### src/hdl/isupad_pkg.sv
`timescale 1ns / 1ps
// ----------------------------------------------------------------------------
// ISUP address digit decoder - shared types
// Payload structs for both channels, the job word passed from the front end
// to the back end, and the BCD-to-ASCII digit table.
// ----------------------------------------------------------------------------
package isupad_pkg;

  // Status codes
  localparam logic [1:0] STATUS_OK       = 2'd0;
  localparam logic [1:0] STATUS_SHORT    = 2'd1;
  localparam logic [1:0] STATUS_BAD_NAT  = 2'd2;

  // Result kinds
  localparam logic RESULT_DIGIT   = 1'b0;
  localparam logic RESULT_SUMMARY = 1'b1;

  // Digit slots per byte: two prefix zeros, low nibble, high nibble
  localparam int SLOTS = 4;

  typedef struct packed {
    logic [7:0] param_byte;
    logic       first_byte;
    logic       last_byte;
    logic       with_restrict;
  } in_item_t;

  typedef struct packed {
    logic       result_kind;
    logic [6:0] digit_char;
    logic [1:0] status;
    logic       present;
    logic       restricted;
    logic       complete;
    logic [5:0] digit_total;
    logic       run_last;
  } out_item_t;

  typedef struct packed {
    logic [1:0] status;
    logic       present;
    logic       restricted;
    logic       complete;
  } flags_t;

  // One decoded byte: up to four digits and an optional summary
  typedef struct packed {
    logic [2:0]            ndig;
    logic [SLOTS-1:0][3:0] nib;
    logic [5:0]            base;
    flags_t                dflags;
    logic                  has_sum;
    flags_t                sflags;
  } job_t;

  localparam logic [6:0] DIGIT_ASCII [16] = '{
    7'h30, 7'h31, 7'h32, 7'h33, 7'h34, 7'h35, 7'h36, 7'h37,
    7'h38, 7'h39, 7'h41, 7'h42, 7'h43, 7'h44, 7'h45, 7'h2E
  };

endpackage

### src/hdl/isupad_in_if.sv
`timescale 1ns / 1ps
// ----------------------------------------------------------------------------
// ISUP address digit decoder - input channel
// Valid/ready channel carrying one parameter byte and its markers.
// ----------------------------------------------------------------------------
interface isupad_in_if;
  logic                 valid;
  logic                 ready;
  isupad_pkg::in_item_t data;

  modport source (output valid, output data, input ready);
  modport sink   (input valid, input data, output ready);
endinterface

### src/hdl/isupad_out_if.sv
`timescale 1ns / 1ps
// ----------------------------------------------------------------------------
// ISUP address digit decoder - output channel
// Valid/ready channel carrying one digit or summary result.
// ----------------------------------------------------------------------------
interface isupad_out_if;
  logic                  valid;
  logic                  ready;
  isupad_pkg::out_item_t data;

  modport source (output valid, output data, input ready);
  modport sink   (input valid, input data, output ready);
endinterface

### src/hdl/isupad_front.sv
`timescale 1ns / 1ps
// ----------------------------------------------------------------------------
// ISUP address digit decoder - front end
// Accepts parameter bytes, tracks the parse state and turns each byte into
// a job word listing the digits and summary it produces.
// ----------------------------------------------------------------------------
module isupad_front #(
  parameter int MAX_DIGITS = 32
) (
  input  logic              clk,
  input  logic              rst,
  isupad_in_if.sink         din,
  input  logic              q_full,
  output logic              push,
  output isupad_pkg::job_t  job
);
  import isupad_pkg::*;

  typedef enum logic [1:0] {
    POS_HEAD,
    POS_PRES,
    POS_FIRST,
    POS_DIGITS
  } pos_t;

  localparam logic [6:0] NAT_SUBSCRIBER = 7'h01;
  localparam logic [6:0] NAT_UNKNOWN    = 7'h02;
  localparam logic [6:0] NAT_NATIONAL   = 7'h03;
  localparam logic [6:0] NAT_INTL       = 7'h04;
  localparam logic [6:0] NAT_SPARE      = 7'h70;
  localparam logic [1:0] PRES_RESTRICT  = 2'd1;
  localparam logic [1:0] PRES_UNAVAIL   = 2'd2;
  localparam logic [3:0] NIB_FILLER     = 4'hF;
  localparam logic [5:0] DIGIT_LIMIT    = 6'(MAX_DIGITS);

  // Parse state
  pos_t       pos, pos_next;
  logic       odd, odd_next;
  logic [6:0] nature, nature_next;
  logic [5:0] cnt, cnt_next;
  logic       stopped, stopped_next;
  flags_t     flags, flags_next;

  logic             fire;
  logic             head;
  logic [1:0]       pres_code;
  logic [SLOTS-1:0] slot_en;
  logic [3:0]       slot_nib [SLOTS];
  in_item_t         it;

  assign fire      = din.valid && din.ready;
  assign din.ready = !q_full;
  assign it        = din.data;

  // Decode one byte
  always_comb begin
    pos_next     = din.data.first_byte ? POS_HEAD : pos;
    odd_next     = odd;
    nature_next  = nature;
    cnt_next     = cnt;
    stopped_next = stopped;
    flags_next   = flags;
    head         = 1'b0;
    pres_code    = 2'd0;
    slot_en      = '0;
    for (int s = 0; s < SLOTS; s++) slot_nib[s] = 4'h0;
    job          = '0;

    unique case (pos_next)
      POS_HEAD: begin
        odd_next     = it.param_byte[7];
        nature_next  = it.param_byte[6:0];
        cnt_next     = '0;
        stopped_next = 1'b0;
        flags_next   = '0;
        head         = 1'b1;
        pos_next     = POS_PRES;
      end
      POS_PRES: begin
        pres_code             = it.with_restrict ? it.param_byte[3:2] : 2'd0;
        flags_next.present    = (pres_code != PRES_UNAVAIL);
        flags_next.restricted = (pres_code == PRES_RESTRICT);
        flags_next.complete   = (pres_code == PRES_UNAVAIL);
        pos_next              = POS_FIRST;
      end
      POS_FIRST, POS_DIGITS: begin
        if (pos_next == POS_FIRST) begin
          unique case (nature)
            NAT_SPARE, NAT_NATIONAL: ;
            NAT_SUBSCRIBER, NAT_UNKNOWN, NAT_INTL: slot_en[1:0] = 2'b11;
            default: begin
              flags_next.status = STATUS_BAD_NAT;
              stopped_next      = 1'b1;
            end
          endcase
        end
        slot_en[2]  = 1'b1;
        slot_nib[2] = it.param_byte[3:0];
        slot_en[3]  = !(it.last_byte && odd);
        slot_nib[3] = it.param_byte[7:4];
        pos_next    = POS_DIGITS;
      end
      default: ;
    endcase

    // Digit flags hold through the byte; filler only stops later digits
    job.base   = cnt_next;
    job.dflags = flags_next;

    // Walk the digit slots in order
    for (int s = 0; s < SLOTS; s++) begin
      if (slot_en[s] && !stopped_next && (cnt_next < DIGIT_LIMIT)) begin
        if (slot_nib[s] == NIB_FILLER) begin
          flags_next.complete = 1'b1;
          stopped_next        = 1'b1;
        end else begin
          job.nib[job.ndig[1:0]] = slot_nib[s];
          job.ndig               = job.ndig + 3'd1;
          cnt_next               = cnt_next + 6'd1;
        end
      end
    end

    if (it.last_byte) begin
      if (head) flags_next.status = STATUS_SHORT;
      job.has_sum = 1'b1;
      pos_next    = POS_HEAD;
    end
    job.sflags = flags_next;
    push       = fire && ((job.ndig != 3'd0) || job.has_sum);
  end

  // State registers
  always_ff @(posedge clk) begin
    if (rst) begin
      pos     <= POS_HEAD;
      odd     <= 1'b0;
      nature  <= '0;
      cnt     <= '0;
      stopped <= 1'b0;
      flags   <= '0;
    end else if (fire) begin
      pos     <= pos_next;
      odd     <= odd_next;
      nature  <= nature_next;
      cnt     <= cnt_next;
      stopped <= stopped_next;
      flags   <= flags_next;
    end
  end

  a_count_limit: assert property (@(posedge clk) disable iff (rst)
    cnt <= DIGIT_LIMIT) else $error("digit count past limit");
  a_last_rewinds: assert property (@(posedge clk) disable iff (rst)
    fire && din.data.last_byte |=> pos == POS_HEAD)
    else $error("last byte did not rewind parser");

endmodule

### src/hdl/isupad_queue.sv
`timescale 1ns / 1ps
// ----------------------------------------------------------------------------
// ISUP address digit decoder - job queue
// Two-entry queue of job words between the front and back ends.
// ----------------------------------------------------------------------------
module isupad_queue (
  input  logic              clk,
  input  logic              rst,
  input  logic              push,
  input  isupad_pkg::job_t  push_job,
  output logic              full,
  input  logic              pop,
  output logic              head_valid,
  output isupad_pkg::job_t  head_job
);
  import isupad_pkg::*;

  job_t       slots [2];
  logic       wr_ptr;
  logic       rd_ptr;
  logic [1:0] count;

  assign full       = (count == 2'd2);
  assign head_valid = (count != 2'd0);
  assign head_job   = slots[rd_ptr];

  // Entry storage
  always_ff @(posedge clk) begin
    if (push) slots[wr_ptr] <= push_job;
  end

  // Pointers and fill count
  always_ff @(posedge clk) begin
    if (rst) begin
      wr_ptr <= 1'b0;
      rd_ptr <= 1'b0;
      count  <= '0;
    end else begin
      if (push) wr_ptr <= !wr_ptr;
      if (pop)  rd_ptr <= !rd_ptr;
      count <= count + 2'(push) - 2'(pop);
    end
  end

  a_no_overflow: assert property (@(posedge clk) disable iff (rst)
    !(push && full)) else $error("push into full queue");
  a_no_underflow: assert property (@(posedge clk) disable iff (rst)
    !(pop && !head_valid)) else $error("pop from empty queue");

endmodule

### src/hdl/isupad_back.sv
`timescale 1ns / 1ps
// ----------------------------------------------------------------------------
// ISUP address digit decoder - back end
// Takes job words and emits their digit and summary results one per cycle,
// while the output is not stalled, through a registered output stage.
// ----------------------------------------------------------------------------
module isupad_back (
  input  logic              clk,
  input  logic              rst,
  input  logic              q_valid,
  input  isupad_pkg::job_t  q_job,
  output logic              pop,
  isupad_out_if.source      dout
);
  import isupad_pkg::*;

  job_t       cur;
  logic       cur_valid;
  logic [2:0] idx;
  logic [2:0] total;
  logic       is_last;
  logic       out_free;
  logic       load_cur;
  out_item_t  res;

  assign total    = cur.ndig + 3'(cur.has_sum);
  assign is_last  = (idx == total - 3'd1);
  assign out_free = !dout.valid || dout.ready;
  assign load_cur = !cur_valid || (out_free && is_last);
  assign pop      = q_valid && load_cur;

  // Build the result for the current slot
  always_comb begin
    res = '0;
    if (idx < cur.ndig) begin
      res.result_kind = RESULT_DIGIT;
      res.digit_char  = DIGIT_ASCII[cur.nib[idx[1:0]]];
      res.status      = cur.dflags.status;
      res.present     = cur.dflags.present;
      res.restricted  = cur.dflags.restricted;
      res.complete    = cur.dflags.complete;
      res.digit_total = cur.base + 6'(idx) + 6'd1;
    end else begin
      res.result_kind = RESULT_SUMMARY;
      res.digit_char  = '0;
      res.status      = cur.sflags.status;
      res.present     = cur.sflags.present;
      res.restricted  = cur.sflags.restricted;
      res.complete    = cur.sflags.complete;
      res.digit_total = cur.base + 6'(cur.ndig);
    end
    res.run_last = is_last;
  end

  // Job register, slot counter and output stage
  always_ff @(posedge clk) begin
    if (rst) begin
      cur_valid  <= 1'b0;
      idx        <= '0;
      dout.valid <= 1'b0;
    end else begin
      if (out_free) begin
        dout.valid <= cur_valid;
      end
      if (load_cur) begin
        cur_valid <= q_valid;
        idx       <= '0;
      end else if (out_free) begin
        idx <= idx + 3'd1;
      end
    end
  end

  always_ff @(posedge clk) begin
    if (out_free && cur_valid) dout.data <= res;
    if (load_cur) cur <= q_job;
  end

  a_idx_in_job: assert property (@(posedge clk) disable iff (rst)
    cur_valid |-> idx < total) else $error("slot index past job end");

endmodule

### src/hdl/isupad_top.sv
`timescale 1ns / 1ps
// ----------------------------------------------------------------------------
// ISUP address digit decoder - top level
// Decodes the bytes of an ISUP called/calling party number parameter into
// ASCII digits and an end-of-parameter summary.
//
//   port   dir  payload       meaning
//   din    in   in_item_t     one parameter byte with first/last markers
//   dout   out  out_item_t    one digit or summary result
//
// Each byte is decoded in the front end as it is accepted; the back end then
// emits one result per cycle unless the output stalls, at most five per byte.
// A two-entry job queue and the output register let input keep flowing
// while results wait. Reset is synchronous and clears all parse state.
// ----------------------------------------------------------------------------
module isup_address_digit_decoder_top #(
  parameter int MAX_DIGITS = 32
) (
  input  logic          clk,
  input  logic          rst,
  isupad_in_if.sink     din,
  isupad_out_if.source  dout
);
  import isupad_pkg::*;

  logic  push;
  logic  q_full;
  logic  q_valid;
  logic  pop;
  job_t  push_job;
  job_t  q_job;

  isupad_front #(
    .MAX_DIGITS (MAX_DIGITS)
  ) u_front (
    .clk    (clk),
    .rst    (rst),
    .din    (din),
    .q_full (q_full),
    .push   (push),
    .job    (push_job)
  );

  isupad_queue u_queue (
    .clk        (clk),
    .rst        (rst),
    .push       (push),
    .push_job   (push_job),
    .full       (q_full),
    .pop        (pop),
    .head_valid (q_valid),
    .head_job   (q_job)
  );

  isupad_back u_back (
    .clk     (clk),
    .rst     (rst),
    .q_valid (q_valid),
    .q_job   (q_job),
    .pop     (pop),
    .dout    (dout)
  );

endmodule

### src/flat_wrapper.sv
// flat-port wrapper written by rule: the top's interface ports become plain ports
module isup_address_digit_decoder_top_flat import isupad_pkg::*;
#(
  parameter int MAX_DIGITS = 32
)
  (clk, rst, din_valid, din_data, din_ready, dout_valid, dout_data, dout_ready);
  isupad_in_if din_i ();
  isupad_out_if dout_i ();
  input  logic clk;
  input  logic rst;
  input wire logic [$bits(din_i.valid)-1:0] din_valid;
  input wire logic [$bits(din_i.data)-1:0] din_data;
  output wire logic [$bits(din_i.ready)-1:0] din_ready;
  output wire logic [$bits(dout_i.valid)-1:0] dout_valid;
  output wire logic [$bits(dout_i.data)-1:0] dout_data;
  input wire logic [$bits(dout_i.ready)-1:0] dout_ready;
  assign din_i.valid = din_valid;
  assign din_i.data = din_data;
  assign din_ready = din_i.ready;
  assign dout_valid = dout_i.valid;
  assign dout_data = dout_i.data;
  assign dout_i.ready = dout_ready;
  isup_address_digit_decoder_top #(.MAX_DIGITS(MAX_DIGITS)) u_core (.clk(clk), .rst(rst), .din(din_i), .dout(dout_i));
endmodule
### config.mk
export PLATFORM = sky130hd
export DESIGN_NAME = isup_address_digit_decoder_top_flat
export DESIGN_NICKNAME = d
export VERILOG_FILES = /design/src/hdl/isupad_pkg.sv /design/src/hdl/isupad_in_if.sv /design/src/hdl/isupad_out_if.sv /design/src/hdl/isupad_front.sv /design/src/hdl/isupad_queue.sv /design/src/hdl/isupad_back.sv /design/src/hdl/isupad_top.sv /design/src/flat_wrapper.sv
export SDC_FILE = /design/constraint.sdc
export NUM_CORES = 1
export LEC_CHECK = 0
export ABC_AREA = 1
export BUFFER_PORTS_ARGS = -buffer_cell sky130_fd_sc_hd__buf_2
export CAP_MARGIN = 20
export CORE_MARGIN = 1.5
export CORE_UTILIZATION = 34
export CTS_CLUSTER_SIZE = 16
export DETAILED_ROUTE_END_ITERATION = 12
export PLACE_DENSITY = 0.53
export REMOVE_ABC_BUFFERS = 1
export SETUP_SLACK_MARGIN = 0.5
export SYNTH_ARGS = -nofsm -noshare
export SYNTH_HDL_FRONTEND = slang
export SYNTH_SLANG_ARGS = --single-unit
### constraint.sdc
create_clock -name clk -period 5 [get_ports clk]
set_input_delay 0.25 -clock clk [delete_from_list [all_inputs] [get_ports clk]]
set_output_delay 0.25 -clock clk [all_outputs]
set_load 0.05 [all_outputs]
== After elaboration in Yosys (flattened, before gate mapping) ==
Memories as Yosys holds them, arrays and structs flattened. A register that Yosys moved wholly into a read port is not among the register bits.
Index checks and enable logic that the tools add are counted.

* Flip-flop bits (word level): 51
* RAM bits: 72
* ROM bits: 112
* Bits of input ports: 15
* Output and inout bits: 22
* Word-level logic and storage cells: 155
* Memories: 2

{| class="wikitable"
|+ Memory list
! name !! depth !! bits a word !! rd ports !! clocked after Yosys merged registers in !! wr ports !! line !! RTL
|-
| (no name shown) || 16 || 7 || 1 || 0 || 0 || isupad_back.sv:37 || <nowiki>res.digit_char = DIGIT_ASCII[cur.nib[idx[1:0]]];</nowiki>
|-
| u_core.u_queue.slots || 2 || 36 || 1 || 1 || 1 || isupad_queue.sv:18 || <nowiki>job_t slots [2];</nowiki>
|}

* $add $sub $neg: 15
* Magnitude comparators: 11
* Equal/unequal tests: 15
* Mux-type cells: 53
* Bitwise logic cells: 1
* Reduce and logical (&&, ||, !) cells: 35

{| class="wikitable"
|+ Operator list
! operator !! number
|-
| $mux W19 || 6
|-
| $mux W6 || 7
|-
| $bwmux W16 || 2
|-
| $add A6 B1 Y6 const B || 5
|-
| $lt A6 B6 Y1 const B || 4
|-
| $mux W2 || 9
|-
| $demux W4 S2 || 2
|-
| $logic_and A1 B1 Y1 || 16
|-
| $mux W4 || 4
|-
| $mux W1 || 15
|-
| $eq A7 B2 Y1 const B || 2
|-
| $mux W7 || 2
|-
| $add A3 B1 Y3 const B || 4
|-
| $add A6 B3 Y6 || 2
|-
| $lt A2 B3 Y1 const B || 3
|-
| $bmux W4 S2 || 1
|-
| $eq A2 B2 Y1 const B || 4
|-
| $eq A4 B4 Y1 const B || 2
|-
| $logic_not A1 Y1 || 8
|-
| $mux W8 || 1
|-
| $eq A7 B1 Y1 const B || 1
|-
| $eq A7 B3 Y1 const B || 1
|-
| $eq A7 B7 Y1 const B || 1
|-
| $pmux W2 S3 || 1
|-
| other kinds (22) || 27
|}

== Longest topological paths before layout ==
Gate-level depths: netlist of run 1.

* Word-level depth: 31
* Gate-level depth with buffers: 32
* Gate-level depth less buffers: 32

== Cells and area by module ==
Synthesis of run 1 repeated with hierarchy kept, for this count alone.

* Cell total of the unflattened synthesis: 804
* Area total of the unflattened synthesis: 8358.0 µm²

{| class="wikitable"
|+ Modules (own cells, without submodules)
! module !! times used !! cells each !! area each (µm²) !! seq. area each (µm²)
|-
| isupad_queue || 1 || 143 || 2975.4 || 2262.2
|-
| isupad_back || 1 || 263 || 2889.0 || 1781.7
|-
| isupad_front || 1 || 398 || 2493.6 || 440.4
|}

== Worst setup path before layout of run 1 ==
OpenSTA, ideal clock, no wires.

* Path type: reg2reg
* From: register u_core.u_front.pos[1]
* To: memory u_core.u_queue.slots[0][0] (netlist name), enable pin
* Library setup time: 0.425 ns
* Arrival time: 4.356 ns
* Required time: 4.575 ns
* Setup slack: 0.219 ns
* Cell stages (with the launch flop): 22
* Buffers on the path: 0
* Period minus slack after synthesis: 4.781 ns
* Cell sequence: dfxtp_1 -> o21ai_2 -> nor2_1 -> ha_1 -> inv_1 -> nand3_1 -> nand3_1 -> nor2_2 -> nand4_2 -> nand3_1 -> nand2_1 -> nand2_1 -> inv_1 -> ha_1 -> or2_2 -> nand2_1 -> nand3_1 -> nand2_1 -> nor2_1 -> nand2_1 -> nand2_1 -> nor2_1

{| class="wikitable"
|+ RTL lines
! item !! line !! RTL
|-
| start: declaration || isupad_front.sv:37 || <nowiki>pos_t pos, pos_next;</nowiki>
|-
| start signal: assignment || isupad_front.sv:143 || <nowiki>pos <= pos_next;</nowiki>
|-
| end: declaration || isupad_queue.sv:18 ||
|}

==> results of run 1 <==
power groups by stage:
stage | sequential, W | clock [W] | combinational, W
after global routing | 0.00199 | 0.00136 | 0.00168
after floorplan | 0.00227 | 0 | 0.000784
after detailed placement | 0.00198 | 0 | 0.00147
after global placement | 0.00198 | 0 | 0.00147
after CTS | 0.00196 | 0.00131 | 0.00148
final | 0.00195 | 0.00128 | 0.00147
placed cells by master, fill, tap and decap left out, types with 24 or more instances in the layout:
cell type and count:
a21oi_1 44, inv_1 91, nand3_1 37, buf_2 36, nor2_1 51, nand2_1 220
o21ai_0 38, dfxtp_1 30, edfxtp_1 122, ha_1 24
kinds of logic after synthesis:
kind of cell,count (synthesis)
AND/OR/NAND/NOR,371
adder cells (fa/ha/maj),27
AO/OA/AOI/OAI,109
flip-flops,153
XOR/XNOR,16
buffers and inverters,119
worst max-delay path, cell delays in order, from the launching register on:
cell and delay, ps:
dfxtp_1 330, nor2_1 140, nand2_1 80, nor2_1 80, nand2_1 60, nand2_2 170, nand2_4 100, a41oi_4 270
ha_4 210, inv_1 50, o21ai_0 150, nand4_1 110, nand2_1 180, inv_1 90, ha_1 290, or2_2 280
nand2_1 70, nand3_1 60, nand2_1 100, nor2_1 60, nand2_1 100, nand2_1 90, ha_1 300, inv_1 40
ha_1 190, xor2_1 150, o21ai_0 140, a21oi_1 50
flip-flops by register name (all words and copies together), names as in the netlist:
register                  flops
u_core.u_queue.count          2
u_core.u_queue.wr_ptr         1
u_core.u_queue.rd_ptr         1
u_core.u_front.flags          5
u_core.u_front.stopped        1
u_core.u_front.odd            1
u_core.u_back.dout.data      20
u_core.u_back.dout.valid      1
u_core.u_back.cur_valid       1
u_core.u_back.cur            34
u_core.u_front.nature         7
u_core.u_queue.slots         68
u_core.u_front.pos            2
u_core.u_front.cnt            6
u_core.u_back.idx             3
layout make-up:
| class | count | share of cell area |
|---|---|---|
| tap | 280 | 0.0400 |
| multi-input combinational | 523 | 0.324 |
| clock inverter | 14 | 0.0174 |
| sequential | 153 | 0.490 |
| timing repair buffer | 51 | 0.0357 |
| clock buffer | 18 | 0.0490 |
| inverter | 102 | 0.0446 |
timing repair:
action / CTS / global route
resized for setup: 0 / 9
setup endpoints to repair: 0 / 2
setup buffers: 0 / 6
layer usage:
metal  part of all wire  track usage  vias up
met2               0.46        0.242       84
met3              0.033       0.0356       26
met4              0.025       0.0639        0
li1                   -            -     2782
met5                  0            0        -
met1               0.48        0.201     2391
how the worst max path moves through the flow:
stage                                         from                    endpoint  slack (ps)  cells after the start
after floorplan              u_core.u_front.pos[1]  u_core.u_queue.slots[0][0]         220                     21
after global placement                 din_data[2]     u_core.u_queue.count[1]         760                     27
after detailed placement     u_core.u_front.pos[1]     u_core.u_queue.count[1]         690                     27
after CTS                    u_core.u_front.pos[1]     u_core.u_queue.count[1]         680                     27
after global routing      u_core.u_front.nature[6]     u_core.u_queue.count[1]         500                     27
final                     u_core.u_front.nature[6]     u_core.u_queue.count[1]         920                     27
stage by stage:
stage | hold WS [ps] | util
4_1_cts | 85.1 | 0.397
3_3_place_gp | 405 | 0.370
6_report | 111 | 0.402
2_1_floorplan | 319 | -
5_1_grt | 110 | 0.402
3_5_place_dp | 408 | 0.370
==> impl_results.md, run 1 <==
* Status: complete, no violations
* Total length of routed wires at 16.3 mm
* Final hold viol count at 0
* First-pass GRT wire length at 26.2 mm
* Number of I/O pins at 37
* Yosys top cell by area: edfxtp_1
* Max Slew Vio Count at 0
* Final ANT Viol Nets at 0
* Worst Path Class, Setup: reg2reg
* Die H at 152 um
* Clk slew on worst S/H paths at 70 ps
* Number of global-route vias before repair at 4917
* Final period util at 0.817
* R2R Setup Slk at 920 ps
* Total track usage at 0.153
* Post-route minimum period at 4080 ps
* Initial core utilization at 0.346
* CP required at 5310 ps
* Hold depth at 3
* Worst r2r dst: u_core.u_queue.count[1]
* Number of synthesized flops with an enable pin at 122
* Routability cong. at 0.835
* Dpl cell area at 8060 um2
* #FFs+latches synth at 153
* CTS max path bufs at 2
* Main combinational cell family by area after synthesis: simple AND/OR/NAND/NOR gates
* Simple-Gate Fraction of Synth Area at 0.221
* Ys Warns at 0
* CTS Buf Count at 17
* Pwr Density at 537 nW/um2
* Net switching fraction of the power at 0.374
* Die ar. at 23000 um2
* Sequential share of power at 0.415
* Max Cap Violations at 0
* # DRC at 0
* Layout cells sized above 1 at 0.154
* Synthesized area at 7520 um2
* P_int at 0.00294 W
* DR WL/cell at 14.3 um
* Hold EP: u_core.u_front.odd
* Routed vias at 5283
* Syn-to-layout area delta at 16.3%
* Clock power frac at 0.272
* Worst Hold Class: in2reg
* Synth top cells by count: nand2_1 (222), edfxtp_1 (122), inv_1 (91), nor2_1 (54), a21oi_1 (44)
* Final HPWL DP at 11.8 mm
* Drt via density at 4.63
* Worst-Skew Late Latency at 430 ps
* Cell variety after synth at 43
* Synth Instances at 795
* Main flop type after synthesis: edfxtp_1
* Synth async-reset ratio at 0
* Clk_skew at 11.1 ps
* Synth Area in Compound Gates at 0.0827
* Actual slew at the worst max-slew pin at 697 ps
* Die W at 152 um
* H-tree depth at 4
* Setup Viol. Count Final at 0
* Design area at 8750 um2
* Clk root buf: clkbuf_16
* Setup TNS at 0 ps
* Lkg Pwr at 3.77 nW
* 1st-iter DRT viols at 359
* Synth Area in XOR/XNOR at 0.0196
* Core Region at 21800 um2
* Comb power frac at 0.313
* Global route total overflow at 0
* Critical Path Fanout Max at 8
* Sequential area share after synthesis at 0.569
* # rows at 54
* Register Area at 4290 um2
* Inst Count DP at 1102
* Worst R2R Start: u_core.u_front.nature[6]
* RSZ-0062 raised after global routing: false
* Multi-input logic area at 2830 um2
* Hold Buf Count CTS at 0
* Final non-filler cell total at 1141
* Critical Path AT at 4400 ps
* Synth top area cells: edfxtp_1 (49%), nand2_1 (11%), dfxtp_1 (8.2%)
* Worst Setup End Kind: register
* Worst slack, placed at 694 ps
* Post-Synth Adder-Cell Area at 0.0469
* Count leader, synth: nand2_1
* Buffers on Ports at 36
* VDD IR-drop max at 281 uV
* Pwr Total at 0.00470 W
* Final worst setup slack at 916 ps
* Initial antenna violation count at 0
* CTS tree: yes
* Max Clk Rate at 245 MHz
* Worst Hold Launch: din_data[10]
* Register-to-Register Path Depth at 27
* Clock sink total at 153
* Multiplexer area fraction after synthesis at 0
* Ant diodes at 0
* Filler cells at 2146
* Synth top area share at 0.487
* Largest net degree at the start of global routing at 37
* Worst slew margin at 0.533
* Psw at 0.00176 W
* First-pass DRT Iterations at 4
* Avg Inst Size Synth at 9.46 um2
* Type of origin of the critical path: register
* Nets@finish at 890
No activity file was read; power rests on OpenSTA's default activity.
==> inputs of run 2 (changes only) <==
- PLACE_DENSITY: 0.53 -> 0.51
- clock period: 5 -> 4.2 ns (I/O delays scaled with it)
==> impl_results.md, run 2 (same netlist as run 1, synthesis figures left out) <==
* Pwr Density at 607 nW/um2 (was 537 nW/um2)
* Top reg by flops: u_core.u_queue.slots (unchanged)
* Final hold viol count at 0 (unchanged)
* H-tree depth at 4 (unchanged)
* Register-to-Register Path Depth at 29 (was 27)
* Worst Hold Class: in2reg (unchanged)
* Worst Setup End Kind: register (unchanged)
* Worst-Skew Late Latency at 430 ps (about the same)
* RSZ-0062 raised after global routing: true (was false)
* Largest regs: u_core.u_queue.slots x68, u_core.u_back.cur x34, u_core.u_back.dout.data x20 (unchanged)
* Comb power frac at 0.329 (was 0.313)
* Initial core utilization at 0.346 (unchanged)
* Nets@finish at 943 (was 890)
* Lkg Pwr at 4.09 nW (was 3.77 nW)
* Commonest non-fill, non-tap cell in the layout: nand2_1 (unchanged)
* Post-route minimum period at 3710 ps (was 4080 ps)
* Sequential share of power at 0.398 (was 0.415)
* Total length of routed wires at 17.6 mm (was 16.3 mm)
* Actual slew at the worst max-slew pin at 741 ps (was 697 ps)
* Buffers on Ports at 36 (unchanged)
* Routed vias at 5641 (was 5283)
* Clk_skew at 14.7 ps (was 11.1 ps)
* CTS max path bufs at 2 (unchanged)
* Clock sink total at 153 (unchanged)
* Number of I/O pins at 37 (unchanged)
* Hold Buf Count CTS at 0 (unchanged)
* Multi-input logic area at 3060 um2 (was 2830 um2)
* CP required at 4340 ps (was 5310 ps)
* Ant diodes at 0 (unchanged)
* Number of global-route vias before repair at 5217 (was 4917)
* Inst Count DP at 1113 (was 1102)
* Max reg flops at 68 (unchanged)
* Register Area at 4300 um2 (was 4290 um2)
* Type of origin of the critical path: register (unchanged)
* Max Clk Rate at 269 MHz (was 245 MHz)
* 1st-iter DRT viols at 271 (was 359)
* Clk root buf: clkbuf_16 (unchanged)
* Largest net degree at the start of global routing at 37 (unchanged)
* # rows at 54 (unchanged)
* Worst slack, placed at 95.2 ps (was 694 ps)
* Worst setup path start: u_core.u_front.nature[6] (unchanged)
* Net switching fraction of the power at 0.370 (was 0.374)
* Routability cong. at 0.860 (was 0.835)
* Final HPWL DP at 11.9 mm (was 11.8 mm)
* Layout cells sized above 1 at 0.256 (was 0.154)
* Clock power frac at 0.273 (was 0.272)
* Worst slew margin at 0.504 (was 0.533)
* Core Region at 21800 um2 (unchanged)
* Worst R2R Start: u_core.u_front.nature[6] (unchanged)
* Final ANT Viol Nets at 0 (unchanged)
* Filler cells at 2101 (was 2146)
* R2R Setup Slk at 490 ps (was 920 ps)
* Commonest non-fill, non-tap cells in the layout: nand2_1 (209), edfxtp_1 (122), inv_1 (84), a21oi_1 (44), buf_4 (44) (was nand2_1 (220), edfxtp_1 (122), inv_1 (91), nor2_1 (51), a21oi_1 (44))
* Die ar. at 23000 um2 (unchanged)
* First-pass DRT Iterations at 5 (was 4)
* Global route total overflow at 0 (unchanged)
* Status: complete, no violations (unchanged)
* Die H at 152 um (unchanged)
* CTS tree: yes (unchanged)
* Setup TNS at 0 ps (unchanged)
* Drt via density at 4.72 (was 4.63)
* DR WL/cell at 14.8 um (was 14.3 um)
* Setup Viol. Count Final at 0 (unchanged)
* Total track usage at 0.160 (was 0.153)
* Syn-to-layout area delta at 27.9% (was 16.3%)
* Initial antenna violation count at 0 (unchanged)
* CTS Buf Count at 17 (unchanged)
* CP endpoint: u_core.u_queue.slots[0][6] (was u_core.u_queue.count[1])
* Die W at 152 um (unchanged)
* Slowest stage cell, crit path: dfxtp_4 (was dfxtp_1)
* Critical Path AT at 3850 ps (was 4400 ps)
* Psw at 0.00216 W (was 0.00176 W)
* Worst r2r dst: u_core.u_queue.slots[0][6] (was u_core.u_queue.count[1])
* # DRC at 0 (unchanged)
* Critical Path Fanout Max at 7 (was 8)
* Worst Path Class, Setup: reg2reg (unchanged)
* VDD IR-drop max at 273 uV (was 281 uV)
* CP max stage delay at 360 ps (was 330 ps)
* P_int at 0.00368 W (was 0.00294 W)
* Final worst setup slack at 486 ps (was 916 ps)
* Clk slew on worst S/H paths at 70 ps (about the same)
* Final period util at 0.884 (was 0.817)
* Max Cap Violations at 0 (unchanged)
* Max Slew Vio Count at 0 (unchanged)
* First-pass GRT wire length at 27.7 mm (was 26.2 mm)
* Final non-filler cell total at 1194 (was 1141)
run 2: cell count changes in the layout (fill, tap and decap cells not counted), sizes merged:
cell / previous run / this run
inv: 106 / 100
bufinv: 1 / 2
buf: 51 / 100
clkbuf: 18 / 21
clkinvlp: 1 / 0
clkinv: 8 / 15
run 2: how the worst min path moves through the flow:
stage | start | to | slack, ps | cells past startpoint
final | din_data[4] | u_core.u_front.nature[1] | 40 | 3
after global routing | din_data[10] | u_core.u_front.odd | 40 | 3
after CTS | din_data[10] | u_core.u_front.odd | 30 | 3
after detailed placement | u_core.u_back.cur[8] | u_core.u_back.dout.data[9] | 410 | 0
after global placement | u_core.u_back.cur[7] | u_core.u_back.dout.data[8] | 400 | 0
after floorplan | rst | u_core.u_back.cur_valid | 280 | 1
run 2: power groups by stage:
| stage | logic, W | registers, W | clock network (W) |
|---|---|---|---|
| 2_1_floorplan | 0.000933 | 0.00271 | 0 |
| 3_3_place_gp | 0.00176 | 0.00235 | 0 |
| 3_5_place_dp | 0.00177 | 0.00236 | 0 |
| 4_1_cts | 0.00181 | 0.00233 | 0.00162 |
| 5_1_grt | 0.00218 | 0.00237 | 0.00168 |
| 6_report | 0.00192 | 0.00233 | 0.00159 |
run 2: repair_timing:
action / 4_1_cts / 5_1_grt
gates cloned: 0 / 7
pin swaps: 36 / 37
setup buffers: 30 / 10
resized for setup: 51 / 48
endpoints found under the setup margin: 70 / 80
run 2: stage by stage:
step                instance area, um2  utilization  hold WS, ps  power, W
floorplan                         7460            -          279   0.00364
global placement                  8160        0.375          403   0.00411
detailed placement                8160        0.375          412   0.00413
CTS                               9200        0.423         31.1   0.00576
global route                      9620        0.442         44.8   0.00623
finish                            9620        0.442         40.0   0.00584
run 2: layer usage:
layer  GRT usage  up-vias  share of wire
met2       0.260      105           0.47
met5           0        -              0
met1       0.210     2622           0.47
met4      0.0558        0          0.022
met3      0.0371       26          0.039
li1            -     2888              -
run 2: worst max-delay path: cells and delay by family (launching register included):
family / cells / cell delay, ps
XOR/XNOR: 1 / 200
AO/OA/AOI/OAI: 1 / 260
adder cells (fa/ha/maj): 2 / 410
flip-flops: 1 / 360
buffers and inverters: 7 / 780
AND/OR/NAND/NOR: 18 / 1400
run 2: final cells by class:
type,instances,area share
sequential,153,0.446
multi-input combinational,523,0.318
clock inverter,15,0.0195
clock buffer,17,0.0442
inverter,102,0.0432
timing repair buffer,104,0.0926
tap,280,0.0364
